==> src/sv/gfm_pkg.sv <==
// Shared types and constants of the GF(2^m) multiplier.
package gfm_pkg;

    // Widest field the datapath types can carry
    localparam int unsigned FIELD_MAX_W = 32;

    // Configuration register indexes (word address paddr[2])
    localparam logic REG_DEGREE = 1'b0;
    localparam logic REG_POLY   = 1'b1;

    // Register widths and reset values
    localparam int unsigned DEGREE_W = 5;
    localparam int unsigned POLY_W   = 21;
    localparam logic [DEGREE_W-1:0] DEGREE_RST = 5'd8;
    localparam logic [POLY_W-1:0]   POLY_RST   = 21'd369;

    // Port field width
    localparam int unsigned OPND_W = 20;

    // Field description handed to every pipeline stage
    typedef struct packed {
        logic [4:0]             msb;   // m-1, position of the top element bit
        logic [FIELD_MAX_W-1:0] low;   // (1<<m)-1
        logic [FIELD_MAX_W-1:0] red;   // reduction polynomial, low m bits
    } field_cfg_t;

endpackage

==> src/sv/gf2m_multiplier_top.sv <==
// Top level of the pipelined GF(2^m) polynomial-basis multiplier.
//
//  channel  | handshake              | payload
//  ---------+------------------------+----------------------------------
//  input    | s_valid / s_ready      | s_operand_a[19:0], s_operand_b[19:0]
//  result   | m_valid / m_ready      | m_product[19:0]
//  config   | psel penable pwrite    | paddr[2:0], pwdata / prdata[31:0]
//
// One request per cycle sustained while m_ready is high; each request passes
// through NUM_ST registered stages (4 at MAX_DEGREE = 20) of shift-and-reduce,
// each doing STEPS = ceil(MAX_DEGREE/4) steps of the bit-serial product.
// Synchronous active-low reset clears the stage valid bits and loads the
// register defaults (m = 8, poly = 0x171). A stall at m_ready backs up
// stage by stage; no request is dropped or repeated.
module gf2m_multiplier_top #(
    parameter int unsigned MAX_DEGREE = 20
) (
    input  logic        aclk,
    input  logic        aresetn,
    // input channel
    input  logic        s_valid,
    output logic        s_ready,
    input  logic [19:0] s_operand_a,
    input  logic [19:0] s_operand_b,
    // result channel
    output logic        m_valid,
    input  logic        m_ready,
    output logic [19:0] m_product,
    // configuration port
    input  logic        psel,
    input  logic        penable,
    input  logic        pwrite,
    input  logic [2:0]  paddr,
    input  logic [31:0] pwdata,
    output logic [31:0] prdata,
    output logic        pready
);

    localparam int unsigned W      = MAX_DEGREE;
    localparam int unsigned STEPS  = (MAX_DEGREE + 3) / 4;
    localparam int unsigned NUM_ST = (MAX_DEGREE + STEPS - 1) / STEPS;
    localparam int unsigned AW     = NUM_ST * STEPS;
    localparam int unsigned FW     = gfm_pkg::OPND_W;
    localparam int unsigned MX     = gfm_pkg::FIELD_MAX_W;

    logic [gfm_pkg::DEGREE_W-1:0] degree_reg;
    logic [gfm_pkg::POLY_W-1:0]   poly_reg;
    logic                         wr_en;
    logic [5:0]                   m_eff;
    logic [MX:0]                  low_wide;
    gfm_pkg::field_cfg_t          cfg;

    // Configuration registers
    assign pready = 1'b1;
    assign wr_en  = psel && penable && pwrite;

    always_ff @(posedge aclk) begin
        if (!aresetn) begin
            degree_reg <= gfm_pkg::DEGREE_RST;
            poly_reg   <= gfm_pkg::POLY_RST;
        end else if (wr_en) begin
            unique case (paddr[2])
                gfm_pkg::REG_DEGREE: degree_reg <= pwdata[gfm_pkg::DEGREE_W-1:0];
                gfm_pkg::REG_POLY:   poly_reg   <= pwdata[gfm_pkg::POLY_W-1:0];
                default: ;
            endcase
        end
    end

    // Read-back mux
    always_comb begin
        unique case (paddr[2])
            gfm_pkg::REG_DEGREE: prdata = {{(32 - gfm_pkg::DEGREE_W){1'b0}}, degree_reg};
            gfm_pkg::REG_POLY:   prdata = {{(32 - gfm_pkg::POLY_W){1'b0}}, poly_reg};
            default:             prdata = '0;
        endcase
    end

    // Effective degree clamped to [2, MAX_DEGREE], and its masks
    always_comb begin
        m_eff = {1'b0, degree_reg};
        if (m_eff < 6'd2) begin
            m_eff = 6'd2;
        end
        if (m_eff > 6'(MAX_DEGREE)) begin
            m_eff = 6'(MAX_DEGREE);
        end
        low_wide = ({{MX{1'b0}}, 1'b1} << m_eff) - {{MX{1'b0}}, 1'b1};
        cfg.low  = low_wide[MX-1:0];
        cfg.red  = {{(MX - gfm_pkg::POLY_W){1'b0}}, poly_reg} & low_wide[MX-1:0];
        cfg.msb  = 5'(m_eff - 6'd1);
    end

    // Stage chain
    logic          vld_w [NUM_ST+1];
    logic          rdy_w [NUM_ST+1];
    logic [AW-1:0] a_w   [NUM_ST+1];
    logic [W-1:0]  acc_w [NUM_ST+1];
    logic [W-1:0]  cur_w [NUM_ST+1];

    logic [FW+W-1:0]  a_ext, b_ext;
    logic [AW+W-1:0]  a_pad;
    logic [FW+W-1:0]  p_ext;

    // Entry: operands cut to m bits
    always_comb begin
        a_ext = {{W{1'b0}}, s_operand_a};
        b_ext = {{W{1'b0}}, s_operand_b};
        a_pad = {{AW{1'b0}}, a_ext[W-1:0] & cfg.low[W-1:0]};
    end

    assign vld_w[0] = s_valid;
    assign s_ready  = rdy_w[0];
    assign a_w[0]   = a_pad[AW-1:0];
    assign acc_w[0] = '0;
    assign cur_w[0] = b_ext[W-1:0] & cfg.low[W-1:0];

    for (genvar k = 0; k < NUM_ST; k++) begin : g_st
        gfm_stage #(
            .W     (W),
            .STEPS (STEPS),
            .AW    (AW)
        ) u_stage (
            .aclk      (aclk),
            .aresetn   (aresetn),
            .cfg       (cfg),
            .in_valid  (vld_w[k]),
            .in_ready  (rdy_w[k]),
            .a_in      (a_w[k]),
            .acc_in    (acc_w[k]),
            .cur_in    (cur_w[k]),
            .out_valid (vld_w[k+1]),
            .out_ready (rdy_w[k+1]),
            .a_out     (a_w[k+1]),
            .acc_out   (acc_w[k+1]),
            .cur_out   (cur_w[k+1])
        );
    end

    // Exit: product widened or cut to the port width
    assign rdy_w[NUM_ST] = m_ready;
    assign m_valid       = vld_w[NUM_ST];
    assign p_ext         = {{FW{1'b0}}, acc_w[NUM_ST]};
    assign m_product     = p_ext[FW-1:0];

endmodule

==> src/sv/gfm_stage.sv <==
// One pipeline stage of the multiplier: STEPS shift-and-reduce steps.
module gfm_stage #(
    parameter int unsigned W     = 20,
    parameter int unsigned STEPS = 5,
    parameter int unsigned AW    = 20
) (
    input  logic                aclk,
    input  logic                aresetn,
    input  gfm_pkg::field_cfg_t cfg,
    input  logic                in_valid,
    output logic                in_ready,
    input  logic [AW-1:0]       a_in,
    input  logic [W-1:0]        acc_in,
    input  logic [W-1:0]        cur_in,
    output logic                out_valid,
    input  logic                out_ready,
    output logic [AW-1:0]       a_out,
    output logic [W-1:0]        acc_out,
    output logic [W-1:0]        cur_out
);

    localparam int unsigned IW = (W > 2) ? $clog2(W) : 1;

    logic          vld_reg, vld_next;
    logic [AW-1:0] a_reg, a_next;
    logic [W-1:0]  acc_reg, acc_next;
    logic [W-1:0]  cur_reg, cur_next;
    logic [W-1:0]  low;
    logic [W-1:0]  red;
    logic [IW-1:0] msb;

    assign low = cfg.low[W-1:0];
    assign red = cfg.red[W-1:0];
    assign msb = cfg.msb[IW-1:0];

    // Stage takes a new request when empty or when its content moves on
    assign in_ready = !vld_reg || out_ready;
    assign vld_next = in_ready ? in_valid : vld_reg;

    // STEPS dependent steps: accumulate, then multiply cur by alpha
    always_comb begin
        logic [W-1:0] acc_t;
        logic [W-1:0] cur_t;
        logic         top;
        acc_t = acc_in;
        cur_t = cur_in;
        for (int j = 0; j < STEPS; j++) begin
            if (a_in[j]) begin
                acc_t = acc_t ^ cur_t;
            end
            top   = cur_t[msb];
            cur_t = ((cur_t << 1) & low) ^ (top ? red : '0);
        end
        acc_next = acc_t;
        cur_next = cur_t;
        a_next   = a_in >> STEPS;
    end

    // Valid bit
    always_ff @(posedge aclk) begin
        if (!aresetn) begin
            vld_reg <= 1'b0;
        end else begin
            vld_reg <= vld_next;
        end
    end

    // Payload, loaded only on an accepted request
    always_ff @(posedge aclk) begin
        if (in_valid && in_ready) begin
            a_reg   <= a_next;
            acc_reg <= acc_next;
            cur_reg <= cur_next;
        end
    end

    assign out_valid = vld_reg;
    assign a_out     = a_reg;
    assign acc_out   = acc_reg;
    assign cur_out   = cur_reg;

endmodule

==> config.mk <==
export PLATFORM = sky130hd
export DESIGN_NAME = gf2m_multiplier_top
export DESIGN_NICKNAME = d
export VERILOG_FILES = /design/src/sv/gfm_pkg.sv /design/src/sv/gf2m_multiplier_top.sv /design/src/sv/gfm_stage.sv
export SDC_FILE = /design/constraint.sdc
export NUM_CORES = 1
export LEC_CHECK = 0
export BUFFER_PORTS_ARGS = -buffer_cell sky130_fd_sc_hd__buf_4
export CAP_MARGIN = 20
export CELL_PAD_IN_SITES_DETAIL_PLACEMENT = 1
export CELL_PAD_IN_SITES_GLOBAL_PLACEMENT = 2
export CORE_MARGIN = 3
export CORE_UTILIZATION = 40
export DETAILED_ROUTE_END_ITERATION = 10
export PLACE_DENSITY_LB_ADDON = 0.12
export SLEW_MARGIN = 30
export SYNTH_ARGS = -nofsm -noshare
export SYNTH_HDL_FRONTEND = slang
export SYNTH_SLANG_ARGS = --single-unit
==> constraint.sdc <==
create_clock -name aclk -period 31.4 [get_ports aclk]
set_clock_uncertainty 0.1 [all_clocks]
set_input_delay 6.28 -clock aclk [delete_from_list [all_inputs] [get_ports aclk]]
set_output_delay 6.28 -clock aclk [all_outputs]
set_load 0.1 [all_outputs]
# Word level (Yosys, flattened, before mapping)
# Cells that the tools add are included.
[op_classes]
n_addsub = 2
n_lt_le_gt_ge = 3
shifts = 1
n_mux = 80
bitwise = 61
reduce_logical = 16
[op_table]
columns = ["op", "n"]
rows = [
  ["20-bit two-way mux", 39],
  ["20-bit bitwise XOR", 38],
  ["20-bit AND", 22],
  ["1-bit binary-select mux with 5-bit select", 19],
  ["32-bit case mux with 2 select lines", 1],
  ["1-bit by 5-bit left shift with 20-bit output (first input constant)", 1],
  ["20-bit by 1-bit subtractor with 20-bit output (second input constant)", 1],
  ["1-bit two-way mux", 19],
  ["5-bit two-way mux", 2],
  ["6-bit by 5-bit greater-than comparator with 1-bit output (second input constant)", 1],
  ["1-bit logical AND", 6],
  ["5-bit by 6-bit < comparator with 1-bit output (second input constant)", 1],
  ["5-bit by 2-bit < comparator with 1-bit output (second input constant)", 1],
  ["5-bit by 1-bit subtractor with 5-bit output (second input constant)", 1],
  ["1-bit zero test", 4],
  ["1-bit logical OR", 4],
  ["2-bit AND reduction", 2],
  ["1-bit NOT", 1],
]
[word_totals]
ff_bits = 200
inputBits = 82
out_inout_bits = 55
word_cells = 179

# Depth between registers and ports, before layout
# Gate-level depths: netlist (run 1).
[logic_depth]
word_depth = 27
ltp_mapped = 48
ltp_nobuf = 30

# Cells and area by module
# From an unflattened synthesis (run 1), not the netlist that was laid out.
[hier_totals]
hier_cells = 4946
area_unflattened_um2 = 37053.0
[modules_own_cells]
columns = ["module", "n_inst", "cells_per_inst", "area_per_inst_um2", "seq_area_each_um2"]
rows = [
  ["gfm_stage (g_st[1].u_stage ...)", 3, 1108, 8395.6, 1671.6],
  ["gfm_stage (g_st[0].u_stage)", 1, 1263, 9302.7, 1671.6],
  ["gf2m_multiplier_top", 1, 359, 2563.7, 520.5],
]

# Worst setup path after synthesis (run 1)
# OpenSTA, ideal clock, no wires.
[synth_path]
path_kind = "input to output"
from = "in paddr[2]"
to = "out prdata[1]"
arrival_time_ns = 8.741
t_required_ns = 25.020
path_slack_ns = 16.279
cell_stages = 3
path_buffers = 2
cell_sequence = "clkbuf_1 -> clkbuf_1 -> o21ai_0"
[synth_between]
elab_chain_len = 2
[synth_rtl]
columns = ["item", "line_no", "rtl"]
rows = [
  ["from (decl)", "gf2m_multiplier_top.sv:33", "input logic [2:0] paddr,"],
  ["1-bit NOT (no source line)", "--", ""],
  ["32-bit case mux with 2 select lines (*)", "gf2m_multiplier_top.sv:72", "unique case (paddr[2])"],
  ["to (decl)", "gf2m_multiplier_top.sv:35", "output logic [31:0] prdata,"],
]
# Every way passes the cells marked *; elsewhere a longest branch is shown, timed or not. The select of a mux whose other input is x is not followed.

# Worst setup path in the final report (run 1)
[layout_path]
from = "in s_operand_b[0]"
to = "reg g_st[0].u_stage.cur_reg[12], data pin"
[layout_between]
elab_chain_len = 21
word_cells_on_any_way = 26
classes_between = "mux: 15; bitwise: 11"
[layout_rtl]
columns = ["item", "line_no", "rtl"]
rows = [
  ["from (decl)", "gf2m_multiplier_top.sv:24", "input logic [19:0] s_operand_b,"],
  ["20-bit AND (*)", "gf2m_multiplier_top.sv:116", "assign cur_w[0] = b_ext[W-1:0] & cfg.low[W-1:0];"],
  ["1-bit binary-select mux with 5-bit select", "gfm_stage.sv:51", "top = cur_t[msb];"],
  ["1-bit two-way mux (implied by the code)", "gfm_stage.sv:51", ""],
  ["20-bit two-way mux", "gfm_stage.sv:52", "cur_t = ((cur_t << 1) & low) ^ (top ? red : '0);"],
  ["20-bit bitwise XOR (*)", "gfm_stage.sv:52", ""],
  ["1-bit binary-select mux with 5-bit select", "gfm_stage.sv:51", ""],
  ["1-bit two-way mux (implied by the code)", "gfm_stage.sv:51", ""],
  ["20-bit two-way mux", "gfm_stage.sv:52", ""],
  ["[6 not listed]", "--", ""],
  ["1-bit two-way mux (implied by the code)", "gfm_stage.sv:51", ""],
  ["20-bit two-way mux", "gfm_stage.sv:52", ""],
  ["20-bit bitwise XOR (*)", "gfm_stage.sv:52", ""],
  ["1-bit binary-select mux with 5-bit select", "gfm_stage.sv:51", ""],
  ["1-bit two-way mux (implied by the code)", "gfm_stage.sv:51", ""],
  ["20-bit two-way mux", "gfm_stage.sv:52", ""],
  ["20-bit bitwise XOR (*)", "gfm_stage.sv:52", ""],
  ["named net g_st[0].u_stage.cur_next[12]", "gfm_stage.sv:27", "logic [W-1:0] cur_reg, cur_next;"],
  ["to (signal assigned)", "gfm_stage.sv:73", "cur_reg <= cur_next;"],
  ["to (decl)", "gfm_stage.sv:27", ""],
]
# Mark *: on every way through the listed nets, which the timed path passes. The rest lies on a longest branch. The select of a mux whose other input is x is not followed.
# A chain may end at the register's enable or synchronous reset.

==> results of run 1 <==
==> stage by stage <==
step                power (W)  cell area (µm²)  utilization [%]  std cells  worst slack [ns]
floorplan             0.00134            29200                -       4053             16.28
global placement      0.00170            31000             43.2       4924             15.87
detailed placement    0.00172            31000             43.2       4926             15.83
CTS                   0.00199            31700             44.1       4958             16.33
global route          0.00213            31700             44.1       4958             15.55
finish                0.00202            31700             44.1       4960             15.64
==> critical path, delay by kind of cell <==
family | cells | cell delay (ns)
compound gates | 14 | 6.02
mux | 1 | 0.28
buf+inv | 4 | 0.87
simple gates | 8 | 2.51
==> area by class of cell <==
cell class,count,area (µm²),area share [%]
multi-input combinational,3450,21900,69.0
tap,950,1190,3.75
inverter,49,184,0.580
antenna,2,5.00,0.0158
sequential,200,5710,18.0
clock inverter,15,225,0.710
timing repair buffer,277,2080,6.57
clock buffer,17,425,1.34
==> cells in the final DEF, fill, tap and decap left out, drive strengths merged, types with 40 or more instances in the layout <==
cell / instances
xnor2: 486
mux2i: 62
and2: 70
inv: 48
nand2b: 43
nand3: 129
nor2: 430
nand4: 52
o31ai: 44
edfxtp: 170
nand2: 719
nor3: 103
o211ai: 40
and3: 48
buf: 277
o21ai: 165
a21oi: 204
a21boi: 44
xor2: 139
==> logic make-up after synthesis <==
logic type               count (synthesis)  synth area share [%]
multiplexers                            96                  4.06
AND/OR/NAND/NOR                       1750                  27.4
buffers and inverters                  403                  6.17
XOR/XNOR                               626                  18.9
other                                    2                0.0258
AO/OA/AOI/OAI                          960                  23.6
adder cells (fa/ha/maj)                  6                 0.258
flip-flops                             200                  19.6
==> worst paths after layout <==
kind,to,slack (ns),cells after the start
max,g_st[0].u_stage.cur_out[12],15.64,27
min,g_st[2].u_stage.a_out[4],0.33,0
max reg2reg,g_st[0].u_stage.cur_out[12],17.02,34
min reg2reg,g_st[2].u_stage.a_out[4],0.33,0
==> power by group <==
group | internal [W] | switching [W]
combinational | 0.000478 | 0.000887
sequential | 0.000361 | 0.0000341
clock | 0.000113 | 0.000151
total | 0.000952 | 0.00107
==> layer usage <==
layer  wire length [µm]  vias to the layer above
li1                   -                    14300
met1              66900                    16600
met2              66300                     1794
met3              15600                      425
met4               8960                       24
met5                231                        -
==> impl_metrics.py, run 1 <==
metrics = {
    "setup_path": {
        "cp_slowest_stage_delay_ns": 0.96,
        "required_ns": 31.67,
        "cp_max_fo": 27,
        "crit_type": "in2reg",
        "critPathMostFrequentCell": "buf_4",
        "worst_ep_arrival_time_ns": 16.03,
        "cp-startpoint": "s_operand_b[0]",
        "critPathLaunchType": "input pin",
        "critPathCaptureType": "register",
        "cp_slowest_cell": "o31ai_1",
        "rr_startpoint": "degree_reg[2]",
    },
    "hold_path": {
        "hold_path_class": "reg2reg",
        "min-delay-start": "g_st[1].u_stage.a_out[9]",
    },
    "routing": {
        "drt_iter0_drc": 4338,
        "drt-pass1-iter-count": 5,
        "route.detailed.drc": 0,
        "drtAntennaViolNets": 0,
        "routedWlPerCell_um": 31.8,
        "vias_per_cell": 6.69,
        "finalWirelength_mm": 158,
        "vias": 33200,
    },
    "placed_design": {
        "dp_hpwl_mm": 123,
        "io_buffers": 111,
        "routabilityCongestion": 0.977,
    },
    "clock_network": {
        "cts_htree_levels": 4,
        "clock_latency_ns": 0.53,
        "ctsResizeCount": 0,
        "clkTransAtPathRegs_ns": 0.10,
        "cts-buffers-inserted": 17,
        "cts_max_path_buffers": 2,
        "cts_setup_buffers": 0,
        "clkSinkCount": 200,
        "cts_tree": "done",
        "cts-root-buf": "clkbuf_16",
        "cts_hold_buf": 0,
    },
    "finish": {
        "fillCellCount": 9154,
        "largest_register_ff_count": 80,
        "drive_above_1_share_pct": 11.9,
        "layout.nets": 4083,
        "syn_to_final_growth_pct": 8.81,
    },
    "timing": {
        "clock.fmax_mhz": 63.5,
        "slew-limit-headroom_pct": 22.2,
        "slew_viol_final": 0,
        "setup_viol": 0,
        "fin_hold_ws_ns": 0.330,
        "finalSetupTns_ns": 0,
        "hold_viol": 0,
        "min_period_ns": 15.76,
        "worst_slew_pin_slew_ns": 1.16,
        "rsz0062_at_grt": "false",
        "period_share_pct": 50.2,
    },
    "floorplanning": {
        "ioPinCount": 137,
        "chipHeight_um": 276,
        "die_w_um": 276,
        "core_area_mm2": 0.0719,
        "initial_utilization_pct": 40.6,
        "die-area_mm2": 0.0761,
        "rows": 98,
    },
    "synthesis": {
        "synth_area_leaders": "edfxtp_1 (18%), xnor2_1 (15%), nand2_1 (9.2%)",
        "avgSynthCellArea_um2": 7.21,
        "synth_seq_cells": 200,
        "netlist-cell-type-count": 124,
        "synth_top_area_share_pct": 17.5,
        "syn_area_mm2": 0.0291,
        "synth_edf_count": 170,
        "synth_common_cells": "nand2_1 (718), xnor2_1 (485), nor2_1 (424), clkbuf_1 (206), a21oi_1 (203)",
        "postSynth.asyncResetShare_pct": 0,
        "yosysMostFrequentCell": "nand2_1",
        "ys.flop_type": "edfxtp_1",
        "yosys_warnings": 0,
        "netlist_instances": 4043,
        "synth_top_cell_by_area": "edfxtp_1",
        "seq_area_frac_synth_pct": 19.6,
    },
    "global_routing": {
        "use_met2_pct": 60.5,
        "antenna_found_initial": 12,
        "grt_pass1_wl_mm": 225,
        "grt_max_degree": 46,
        "grt_use_met3_pct": 9.03,
        "grt_util_met1_pct": 55.6,
        "grt.busiest_layer": "met2",
        "track_usage_pct": 40.7,
        "grt_pass1_vias": 31400,
        "gr-total-overflow": 0,
    },
    "power": {
        "p_leak_nw": 10.6,
        "p_per_area_mw_per_mm2": 63.8,
        "vdd_ir_drop_max_mv": 0.0401,
    },
    "job": {
        "max-cap-violations": 0,
    },
    "run_status": {
        "status": "finished, final reports clean",
    },
}
Power figures use the tool's default switching activity.
==> run 2: changes to the inputs <==
Settings changed: ABC_AREA from default to 1, CORE_UTILIZATION 40 to 34.
Clock period 31.4 ns to 15.4 ns, I/O delays scaled along.
==> impl_metrics.py, run 2 <==
metrics = {
    "floorplanning": {
        "die_w_um": 282,
        "rows": 100,
        "chipHeight_um": 282,
        "die-area_mm2": 0.0795,
        "core_area_mm2": 0.0749,
        "ioPinCount": 137,
        "initial_utilization_pct": 34.6,
    },
    "routing": {
        "vias": 27600,
        "routedWlPerCell_um": 19.6,
        "vias_per_cell": 5.24,
        "drt-pass1-iter-count": 5,
        "finalWirelength_mm": 103,
        "drtAntennaViolNets": 0,
        "route.detailed.drc": 0,
        "drt_iter0_drc": 1616,
    },
    "placed_design": {
        "io_buffers": 111,
        "dp.cells": 5235,
        "dp_hpwl_mm": 79.8,
        "routabilityCongestion": 0.851,
    },
    "clock_network": {
        "clock_latency_ns": 0.52,
        "cts_hold_buf": 0,
        "clkTransAtPathRegs_ns": 0.09,
        "cts_max_path_buffers": 2,
        "clkSinkCount": 200,
        "cts-root-buf": "clkbuf_16",
        "cts-buffers-inserted": 17,
        "cts_tree": "done",
        "ctsResizeCount": 0,
        "cts_htree_levels": 4,
        "cts_setup_buffers": 0,
    },
    "setup_path": {
        "r2r_slack_ns": 3.26,
        "rr_startpoint": "degree_reg[2]",
        "worst_ep_arrival_time_ns": 12.31,
        "cp_top_family": "simple AND/OR/NAND/NOR gates",
        "critPathMostFrequentCell": "nand2_1",
        "cp_slowest_cell": "dfxtp_1",
        "cp_slowest_stage_delay_ns": 0.67,
        "crit_type": "reg2reg",
        "cp_max_fo": 40,
        "critPathCaptureType": "register",
        "path_buf_inv": 12,
        "critPathLaunchType": "register",
        "cp-startpoint": "degree_reg[2]",
        "required_ns": 15.56,
    },
    "timing": {
        "hold_viol": 0,
        "worst_slew_pin_slew_ns": 0.964,
        "slew-limit-headroom_pct": 35.7,
        "finalSetupTns_ns": 0,
        "rsz0062_at_grt": "false",
        "setup_viol": 0,
        "min_period_ns": 12.14,
        "period_share_pct": 78.9,
        "clock.fmax_mhz": 82.4,
        "slew_viol_final": 0,
    },
    "global_routing": {
        "antenna_found_initial": 0,
        "gr-total-overflow": 0,
        "use_met2_pct": 44.0,
        "grt_use_met3_pct": 1.97,
        "grt.busiest_layer": "met2",
        "track_usage_pct": 26.3,
        "grt_pass1_wl_mm": 163,
        "grt_util_met1_pct": 37.1,
        "grt_pass1_vias": 27500,
        "grt_max_degree": 138,
    },
    "finish": {
        "layout.nets": 4373,
        "stdcell_count": 5267,
        "syn_to_final_growth_pct": 6.98,
        "antenna_cells": 0,
        "layout_common_cells": "nand2_1 (1365), nand3_1 (762), nor2_1 (429)",
        "drive_above_1_share_pct": 7.14,
        "layout_commonest_cell": "nand2_1",
        "largest_register_ff_count": 80,
    },
    "hold_path": {
        "min-delay-start": "g_st[0].u_stage.a_out[5]",
        "hold_path_class": "reg2reg",
    },
    "synthesis": {
        "synth_top_area_share_pct": 19.8,
        "syn_area_mm2": 0.0259,
        "synth_common_cells": "nand2_1 (1365), nand3_1 (763), nor2_1 (436), inv_1 (392), xnor2_1 (221)",
        "ys.flop_type": "edfxtp_1",
        "postSynth.asyncResetShare_pct": 0,
        "yosysMostFrequentCell": "nand2_1",
        "synth_top_cell_by_area": "nand2_1",
        "seq_area_frac_synth_pct": 22.0,
        "netlist_instances": 4358,
        "synth_seq_cells": 200,
        "synth_area_leaders": "nand2_1 (20%), edfxtp_1 (20%), nand3_1 (15%)",
        "netlist-cell-type-count": 47,
        "avgSynthCellArea_um2": 5.94,
        "yosys_warnings": 0,
        "synth_edf_count": 170,
    },
    "power": {
        "p_sw_w": 0.00170,
        "p_leak_nw": 12.4,
        "totalPowerFinal_w": 0.00327,
        "p_int_w": 0.00157,
        "vdd_ir_drop_max_mv": 0.0799,
        "power.share.sequential_pct": 23.6,
        "clockPowerShare_pct": 15.2,
        "pwr-share-comb_pct": 61.2,
        "p_per_area_mw_per_mm2": 118,
        "switching_share_pct": 51.9,
    },
    "job": {
        "max-cap-violations": 0,
    },
    "run_status": {
        "status": "finished, final reports clean",
    },
}
==> run 2: cell types whose count changed after synthesis, moves of 88 or more <==
| cell | previous run | this run |
|---|---|---|
| nor3_1 | 97 | 9 |
| inv_1 | 39 | 392 |
| clkbuf_1 | 206 | 100 |
| xnor2_1 | 485 | 221 |
| a21oi_1 | 203 | 49 |
| nand2_1 | 718 | 1365 |
| nand3_1 | 128 | 763 |
==> run 2: cell type report <==
class / instances / area [µm²]
sequential: 200 / 5710
clock buffer: 18 / 429
inverter: 414 / 1560
timing repair buffer: 198 / 1520
tap: 969 / 1210
multi-input combinational: 3454 / 17100
fill: 10100 / 47200
clock inverter: 14 / 180
==> run 2: metrics by stage <==
stage | area (µm²) | hold slack (ns) | setup WS (ns) | util, %
after global placement | 27100 | 0.302 | 3.69 | 36.1
after global routing | 27700 | 0.335 | 2.19 | 37.0
after CTS | 27700 | 0.325 | 3.43 | 37.0
final | 27700 | 0.322 | 3.26 | 37.0
after floorplan | 25900 | 0.300 | 6.24 | -
after detailed placement | 27100 | 0.306 | 3.53 | 36.1
==> run 2: final timing paths <==
kind | end | depth (start not counted)
min reg2reg | g_st[1].u_stage.a_out[0] | 0
max | g_st[1].u_stage.cur_out[6] | 56
min | g_st[1].u_stage.a_out[0] | 0
max reg2reg | g_st[1].u_stage.cur_out[6] | 56
==> run 2: power by group through the flow <==
stage / registers [W] / clock network (W) / logic, W
5_1_grt: 0.000782 / 0.000525 / 0.00227
6_report: 0.000774 / 0.000496 / 0.00200
3_3_place_gp: 0.000784 / 0 / 0.00197
2_1_floorplan: 0.000761 / 0 / 0.00159
3_5_place_dp: 0.000785 / 0 / 0.00200
4_1_cts: 0.000773 / 0.000509 / 0.00201
==> run 2: per-layer routing <==
layer / routed length [µm] / vias up
li1: - / 13800
met1: 51000 / 13400
met2: 47200 / 333
met3: 2830 / 62
met4: 1900 / 0
met5: 0 / -
==> run 2: logic make-up (layout without fill, tap and decap cells) <==
logic type / after synthesis / after routing / synth area share (%)
compound gates: 344 / 344 / 7.44
other cells: 2 / 12 / 0.0290
buf+inv: 714 / 644 / 12.4
fa+ha+maj: 6 / 6 / 0.290
xor+xnor: 396 / 396 / 13.5
simple gates: 2696 / 2696 / 44.3
flops: 200 / 200 / 22.0
==> run 2: worst reg2reg max path: cells and delay by family (launching register included) <==
family	cells	cell delay, ns
fa+ha+maj	1	0.30
compound gates	7	1.16
flops	1	0.67
simple gates	36	6.71
buf+inv	12	2.96
